[src/hw/rtl/i2cms_pkg.sv]
`timescale 1ns / 1ps
// types and constants shared by the i2c master bit sequencer
// no dependencies

package i2cms_pkg;

    // command codes on the request channel
    localparam logic [2:0] CMD_TICK     = 3'd0;
    localparam logic [2:0] CMD_ALT_TICK = 3'd7;

    typedef enum logic [2:0] {
        OP_IDLE  = 3'd0,
        OP_START = 3'd1,
        OP_STOP  = 3'd2,
        OP_SEND  = 3'd3,
        OP_RECV  = 3'd4,
        OP_SACK  = 3'd5,
        OP_RACK  = 3'd6
    } t_op;

    localparam logic [2:0] LAST_BIT = 3'd7;

    typedef struct packed {
        t_op        op;
        logic [1:0] step;
        logic [2:0] bitc;
        logic [7:0] shift_out;
        logic [7:0] shift_in;
        logic       scl;
        logic       sda;
    } t_state;

    typedef struct packed {
        logic       scl;
        logic       sda_release;
        logic       busy;
        logic       done;
        logic [7:0] rx_byte;
        logic       rx_ack;
        logic       rejected;
    } t_result;

endpackage

[src/hw/rtl/i2cms_step.sv]
`timescale 1ns / 1ps
// one pin step of the sequencer: next state and result for one request
// depends on i2cms_pkg

module i2cms_step (
    input  i2cms_pkg::t_state  i_state,
    input  logic [2:0]         i_command,
    input  logic [7:0]         i_tx_byte,
    input  logic               i_sda_in,
    output i2cms_pkg::t_state  o_state,
    output i2cms_pkg::t_result o_result
);

    logic is_cmd;
    logic last;
    logic rej;
    logic [7:0] rxb;
    logic rxa;
    i2cms_pkg::t_state n_st;

    assign is_cmd = (i_command != i2cms_pkg::CMD_TICK) &&
                    (i_command != i2cms_pkg::CMD_ALT_TICK);

    always_comb begin
        n_st = i_state;
        last = 1'b0;
        rej  = 1'b0;
        rxb  = 8'd0;
        rxa  = 1'b0;
        if (is_cmd) begin
            if (i_state.op != i2cms_pkg::OP_IDLE) begin
                rej = 1'b1;
            end else begin
                n_st.op        = i2cms_pkg::t_op'(i_command);
                n_st.step      = 2'd0;
                n_st.bitc      = 3'd0;
                n_st.shift_out = i_tx_byte;
                n_st.shift_in  = 8'd0;
            end
        end else if (i_state.op != i2cms_pkg::OP_IDLE) begin
            n_st.step = i_state.step + 2'd1;
            unique case (i_state.op)
                i2cms_pkg::OP_START: begin
                    unique case (i_state.step)
                        2'd0: n_st.sda = 1'b1;
                        2'd1: n_st.scl = 1'b1;
                        2'd2: n_st.sda = 1'b0;
                        default: begin
                            n_st.scl = 1'b0;
                            last     = 1'b1;
                        end
                    endcase
                end
                i2cms_pkg::OP_STOP: begin
                    unique case (i_state.step)
                        2'd0: n_st.sda = 1'b0;
                        2'd1: n_st.scl = 1'b1;
                        default: begin
                            n_st.sda = 1'b1;
                            last     = 1'b1;
                        end
                    endcase
                end
                i2cms_pkg::OP_SEND: begin
                    unique case (i_state.step)
                        2'd0: n_st.sda = i_state.shift_out[7];
                        2'd1: n_st.scl = 1'b1;
                        default: begin
                            n_st.scl       = 1'b0;
                            n_st.shift_out = {i_state.shift_out[6:0], 1'b0};
                            if (i_state.bitc == i2cms_pkg::LAST_BIT) begin
                                last = 1'b1;
                            end else begin
                                n_st.step = 2'd0;
                                n_st.bitc = i_state.bitc + 3'd1;
                            end
                        end
                    endcase
                end
                i2cms_pkg::OP_RECV: begin
                    unique case (i_state.step)
                        2'd0: n_st.sda = 1'b1;
                        2'd1: n_st.scl = 1'b1;
                        default: begin
                            n_st.scl      = 1'b0;
                            n_st.shift_in = {i_state.shift_in[6:0], i_sda_in};
                            if (i_state.bitc == i2cms_pkg::LAST_BIT) begin
                                last = 1'b1;
                                rxb  = {i_state.shift_in[6:0], i_sda_in};
                            end else begin
                                n_st.step = 2'd1;
                                n_st.bitc = i_state.bitc + 3'd1;
                            end
                        end
                    endcase
                end
                i2cms_pkg::OP_SACK: begin
                    unique case (i_state.step)
                        2'd0: n_st.sda = |i_state.shift_out;
                        2'd1: n_st.scl = 1'b1;
                        default: begin
                            n_st.scl = 1'b0;
                            last     = 1'b1;
                        end
                    endcase
                end
                i2cms_pkg::OP_RACK: begin
                    unique case (i_state.step)
                        2'd0: n_st.sda = 1'b1;
                        2'd1: n_st.scl = 1'b1;
                        default: begin
                            n_st.scl = 1'b0;
                            rxa      = i_sda_in;
                            last     = 1'b1;
                        end
                    endcase
                end
                default: last = 1'b1;
            endcase
            if (last) begin
                n_st.op   = i2cms_pkg::OP_IDLE;
                n_st.step = 2'd0;
                n_st.bitc = 3'd0;
            end
        end
    end

    assign o_state              = n_st;
    assign o_result.scl         = n_st.scl;
    assign o_result.sda_release = n_st.sda;
    assign o_result.busy        = (n_st.op != i2cms_pkg::OP_IDLE);
    assign o_result.done        = last;
    assign o_result.rx_byte     = rxb;
    assign o_result.rx_ack      = rxa;
    assign o_result.rejected    = rej;

endmodule

[src/hw/rtl/i2c_master_bit_sequencer_unit.sv]
`timescale 1ns / 1ps
// top level of the i2c master bit sequencer: request register, sequencer state, result register
// depends on i2cms_pkg and i2cms_step

// The sequencer drives open-drain scl and sda one pin write per tick request. A
// request with a command code (start, stop, send byte, receive byte, send ack,
// receive ack) loads the operation and moves no pin; each following tick request
// then performs one write of that operation's sequence and returns the pin levels.
// Receive steps sample i_sda_in on the tick that drives scl low after it was
// released. A command that arrives while an operation is running is flagged with
// o_rejected and otherwise ignored; command code seven acts as a tick. Every
// request gives exactly one result. Throughput is one request per clock while
// i_out_ready takes each result, set by the update of the sequencer state register;
// the request passes from the request register to the result register, which
// holds the result until it is taken. While a result waits, one more request is
// taken into the empty request register and held there.

module i2c_master_bit_sequencer_unit (
    input  logic       i_clk,
    input  logic       i_rst_n,
    input  logic       i_in_valid,
    output logic       o_in_ready,
    input  logic [2:0] i_command,
    input  logic [7:0] i_tx_byte,
    input  logic       i_sda_in,
    output logic       o_out_valid,
    input  logic       i_out_ready,
    output logic       o_scl,
    output logic       o_sda_release,
    output logic       o_busy_res,
    output logic       o_done_res,
    output logic [7:0] o_rx_byte,
    output logic       o_rx_ack,
    output logic       o_rejected
);

    // request register
    logic       r_in_valid;
    logic [2:0] r_command;
    logic [7:0] r_tx_byte;
    logic       r_sda_in;

    // sequencer state and result register
    i2cms_pkg::t_state  r_state;
    i2cms_pkg::t_state  n_state;
    i2cms_pkg::t_result r_result;
    i2cms_pkg::t_result n_result;
    logic               r_out_valid;

    logic advance;
    logic in_fire;

    // the held request moves on when the result register is free or being drained
    assign advance    = r_in_valid && (!r_out_valid || i_out_ready);
    assign o_in_ready = !r_in_valid || advance;
    assign in_fire    = i_in_valid && o_in_ready;

    always_ff @(posedge i_clk) begin
        if (!i_rst_n) begin
            r_in_valid <= 1'b0;
        end else if (in_fire) begin
            r_in_valid <= 1'b1;
        end else if (advance) begin
            r_in_valid <= 1'b0;
        end
    end

    // payload needs no reset
    always_ff @(posedge i_clk) begin
        if (in_fire) begin
            r_command <= i_command;
            r_tx_byte <= i_tx_byte;
            r_sda_in  <= i_sda_in;
        end
    end

    i2cms_step u_step (
        .i_state   (r_state),
        .i_command (r_command),
        .i_tx_byte (r_tx_byte),
        .i_sda_in  (r_sda_in),
        .o_state   (n_state),
        .o_result  (n_result)
    );

    // pins released and idle out of reset
    always_ff @(posedge i_clk) begin
        if (!i_rst_n) begin
            r_state.op        <= i2cms_pkg::OP_IDLE;
            r_state.step      <= 2'd0;
            r_state.bitc      <= 3'd0;
            r_state.shift_out <= 8'd0;
            r_state.shift_in  <= 8'd0;
            r_state.scl       <= 1'b1;
            r_state.sda       <= 1'b1;
        end else if (advance) begin
            r_state <= n_state;
        end
    end

    always_ff @(posedge i_clk) begin
        if (!i_rst_n) begin
            r_out_valid <= 1'b0;
        end else if (advance) begin
            r_out_valid <= 1'b1;
        end else if (i_out_ready) begin
            r_out_valid <= 1'b0;
        end
    end

    always_ff @(posedge i_clk) begin
        if (advance) begin
            r_result <= n_result;
        end
    end

    assign o_out_valid   = r_out_valid;
    assign o_scl         = r_result.scl;
    assign o_sda_release = r_result.sda_release;
    assign o_busy_res    = r_result.busy;
    assign o_done_res    = r_result.done;
    assign o_rx_byte     = r_result.rx_byte;
    assign o_rx_ack      = r_result.rx_ack;
    assign o_rejected    = r_result.rejected;

endmodule

[config.mk]
export PLATFORM = sky130hd
export DESIGN_NAME = i2c_master_bit_sequencer_unit
export DESIGN_NICKNAME = d
export VERILOG_FILES = /design/src/hw/rtl/i2cms_pkg.sv /design/src/hw/rtl/i2cms_step.sv /design/src/hw/rtl/i2c_master_bit_sequencer_unit.sv
export SDC_FILE = /design/constraint.sdc
export NUM_CORES = 1
export LEC_CHECK = 0
export ABC_CLOCK_PERIOD_IN_PS = 2050
export BUFFER_PORTS_ARGS = -buffer_cell sky130_fd_sc_hd__buf_2
export CORE_MARGIN = 1.5
export CORE_UTILIZATION = 23
export DETAILED_ROUTE_END_ITERATION = 10
export HOLD_SLACK_MARGIN = 0.08
export PLACE_DENSITY = 0.52
export SLEW_MARGIN = 25
export SYNTH_ARGS = -nofsm -noshare
export SYNTH_HDL_FRONTEND = slang
export SYNTH_HIERARCHICAL = 1
export SYNTH_SLANG_ARGS = --single-unit
[constraint.sdc]
create_clock -name i_clk -period 2.05 [get_ports i_clk]
set_input_delay 0.41 -clock i_clk [delete_from_list [all_inputs] [get_ports i_clk]]
set_output_delay 0.41 -clock i_clk [all_outputs]
set_load 0.01 [all_outputs]
# After elaboration in Yosys (flattened, before gate mapping)
# Index checks and enable logic that the tools add are counted.
dict set report word_totals {
  reg_bits 53
  word_cells 106
}
dict set report op_classes {
  add_sub_neg 2
  eq_ne 16
  n_mux 34
  bitwise_logic 4
  n_reduce_logical 31
}
# cell n
set op_table {}
lappend op_table {{2-to-1 mux 24 bit} 2}
lappend op_table {{2-to-1 mux 8 bit} 4}
lappend op_table {{2-to-1 mux 26 bit} 1}
lappend op_table {{2-to-1 mux 1 bit} 15}
lappend op_table {{2-to-1 mux 5 bit} 3}
lappend op_table {{2-to-1 mux 13 bit} 1}
lappend op_table {{equality test 3 bit, second input constant} 4}
lappend op_table {{case mux 2 bit (5 select lines)} 1}
lappend op_table {{case mux 5 bit (2 select lines)} 1}
lappend op_table {{AND reduction 5 bit} 2}
lappend op_table {{nonzero test 2 bit} 5}
lappend op_table {{OR reduction 2 bit} 5}
lappend op_table {{nonzero test 3 bit} 3}
lappend op_table {{inequality test 4 x 2 -> 1 bit, second input constant} 2}
lappend op_table {{inequality test 4 x 3 -> 1 bit, second input constant} 2}
lappend op_table {{case mux 1 bit (2 select lines)} 4}
lappend op_table {{AND reduction 8 bit} 1}
lappend op_table {{OR reduction 8 bit} 1}
lappend op_table {{equality test 3 x 2 -> 1 bit, second input constant} 2}
lappend op_table {{OR reduction 3 bit} 2}
lappend op_table {{OR reduction 6 bit} 1}
lappend op_table {{OR reduction 5 bit} 1}
lappend op_table {{NOT 1 bit} 4}
lappend op_table {{nonzero test 4 bit} 1}
lappend op_table {{15 further kinds} 19}

# Depth between registers and ports, before layout
dict set report depth {
  depth_word 10
  depth_mapped 9
  depth_no_buf 8
}

# Modules after synthesis
# The synthesis kept the hierarchy.
# mod instances cells_per_inst area_each_um2 seq_area_each_um2
set by_module_without_submodules {}
lappend by_module_without_submodules {i2c_master_bit_sequencer_unit 1 149 1941.9 1341.3}
lappend by_module_without_submodules {i2cms_step 1 140 992.2 0.0}

# Worst setup path after synthesis
# OpenSTA, ideal clock, no wires.
dict set report synth_path {
  path_kind {register to register}
  start {register r_state[22] in the netlist's numbering}
  end {register r_state[0] in the netlist's numbering}
  arrival_ns 2.097
  required_time_ns 1.955
  slack_ns -0.142
  stages_incl_launch_ff 10
  path_buffers 1
  period_less_slack_ns 2.192
  cell_sequence {dfxtp_1 inv_1 ha_1 or2_2 a211oi_1 o31a_1 a2bb2oi_1 buf_4 inv_1 o311ai_1}
}
# item line
set synth_lines {}
lappend synth_lines {{start, declared} i2c_master_bit_sequencer_unit.sv:44} ;# i2cms_pkg::t_state r_state;
lappend synth_lines {{start signal, assigned} i2c_master_bit_sequencer_unit.sv:97} ;# r_state <= n_state;

==> impl_results.md <==
- Status: completed
- Die Wd: 115 um
- Met3 routed WL: 266 um
- Routed met1 length: 3.14 mm
- Antenna violations before repair: 0
- Initial Util: 0.238
- Combinational Power Share: 0.147
- Die ar.: 13200 um^2
- Levels on crit path: 8
- GR Util All Layers: 0.0949
- Worst reg2reg path depth: 8
- Die Span Y: 115 um
- Worst min-delay path category: in2reg
- FF-to-FF setup slack: 0.1 ns
- CTS Buf Count: 5
- Tot Pwr: 2350 uW
- Worst-Margin Slew: 0.591 ns
- Final period util: 0.952
- DR iter-0 viols: 131
- Synth Cell Area: 2880 um^2
- PwrDens: 671 nW/um^2
- Mean Syn Cell Area: 10.2 um^2
- Core Area: 12100 um^2
- CP max FO: 8
- Crit path DAT: 2.12 ns
- Syn. warnings: 6
- Grt ovf: 0
- First-pass GRT wire length: 9.91 mm
- Syn Nets: 303
- Gp weighted congestion: 0.858
- Synth-to-Final Area Change: 21.7%
- Skew final: 0.00311 ns
- Setup violators final: 0
- Drt wl/cell: 12.8 um
- Placed Cells incl. Taps: 486
- CTS resizes: 0
- Vias in the first global route: 2065
- Antenna viol nets, final: 0
- Psw: 592 uW
- Clock Pin Slew Worst Setup and Hold Paths: 0.07 ns
- H-Tree Depth: 2
- Largest net degree at the start of global routing: 51
- Max cap viols: 0
- Antenna Cells: 0
- Worst path max stage delay: 0.39 ns
- Switching share of power: 0.252
- Int Pwr: 1760 uW
- Routed WL: 6.31 mm
- Final Hold Viols: 0
- Sequential cell fraction of total power: 0.501
- Post-CTS Setup Inserts: 0
- Nets@finish: 345
- Vias/cell: 4.44
- Non-filler instance count after layout: 494
- Slew margin rel.: 0.606
- Critical path's top delay family: compound AO/OA/AOI/OAI gates
- Most common cell after layout, fill and taps aside: nand2_1
- DR top layer: met4
- Fmax: 512 MHz
- DRC: 0
- Pins Over Slew Limit: 0
- Clock Path Buffers: 2
- Maximum vdd drop: 355 uV
- Setup CP Type: reg2reg
- Detailed placer's ending HPWL: 4.36 mm
- DRT Pass-1 Iters: 4
- CTS tree: built
- CTS root buf: clkbuf_16
- Leakage: 0.00134 uW
- Hold Buf Count CTS: 0
- Buf/Inv on CP: 1
- Commonest non-fill, non-tap cells in the layout: 56 x nand2_1, 31 x buf_2, 26 x edfxtp_1
- Hold Path Depth: 1
- Io pins: 32
- Critical-path top delay cell: dfxtp_4
- DR vias: 2191
- Worst setup SP type: register
- Share of cells above drive strength 1: 0.261
- WP data required: 2.22 ns
- Mapped Cells: 283
- Cell Chain, Critical Path: inv_1 > ha_1 > or2_4 > a311oi_4 > nor2_2 > a32o_1 > nand2_1 > mux2i_1
- CTS Sinks: 53
- Row count: 40
- Crit. End Element: register
- Part of the power in the clock network: 0.352
- Met2 WL post-DR: 2.81 mm
- Clock Latency Late Sink: 0.29 ns
- Post-route minimum period: 1.95 ns
- I/O Buffers: 31
## state kept, by name (all words and copies together) (netlist names)
signal         cells
o_busy_res         1
o_done_res         1
o_out_valid        1
o_rejected         1
o_rx_ack           1
o_rx_byte          8
o_scl              1
o_sda_release      1
r_command          3
r_in_valid         1
r_sda_in           1
r_state           25
r_tx_byte          8
## area by class of cell
| class | count | area, um^2 |
|---|---|---|
| timing repair buffer | 53 | 358 |
| tap | 168 | 210 |
| sequential | 53 | 1330 |
| multi-input combinational | 204 | 1440 |
| fill | 1297 | 8610 |
| clock buffer | 6 | 129 |
| clock inverter | 2 | 15.0 |
| inverter | 8 | 30.0 |
## through the flow
stage           util  setup slack [ns]  cell area [um^2]  hold WS, ns  TNS (ns)
6_report       0.289            0.0976              3500        0.292         0
5_1_grt        0.289          -0.00657              3500        0.276  -0.00675
4_1_cts        0.286           0.00442              3460        0.286         0
3_5_place_dp   0.274           0.00209              3320        0.475         0
3_3_place_gp   0.274            0.0713              3320        0.453         0
2_1_floorplan      -            0.0368              2890        0.439         0
## power groups by stage
stage / Combinational, uW / Clock [uW] / Sequential [uW]
global placement: 331 / 0 / 1200
detailed placement: 333 / 0 / 1200
finish: 345 / 829 / 1180
floorplan: 231 / 0 / 1200
CTS: 334 / 866 / 1180
global route: 375 / 904 / 1180
## worst paths after layout
kind	end	from
max	r_state[19]	r_state[21]
min	r_tx_byte[6]	i_tx_byte[6]
max reg2reg	r_state[19]	r_state[21]
min reg2reg	r_state[8]	r_state[8]
## worst reg2reg max path, cell delays in order, from the launching register on
cell and delay [ns]:
dfxtp_4 0.39, inv_1 0.07, ha_1 0.20, or2_4 0.29
a311oi_4 0.35, nor2_2 0.14, a32o_1 0.27, nand2_1 0.05
mux2i_1 0.08
## routing by layer
metal | track usage | up-vias
met1 | 0.128 | 1025
li1 | - | 1105
met3 | 0.0227 | 7
met5 | 0 | -
met2 | 0.148 | 54
met4 | 0.0362 | 0
Note: power is estimated with default switching activity, not from simulation.
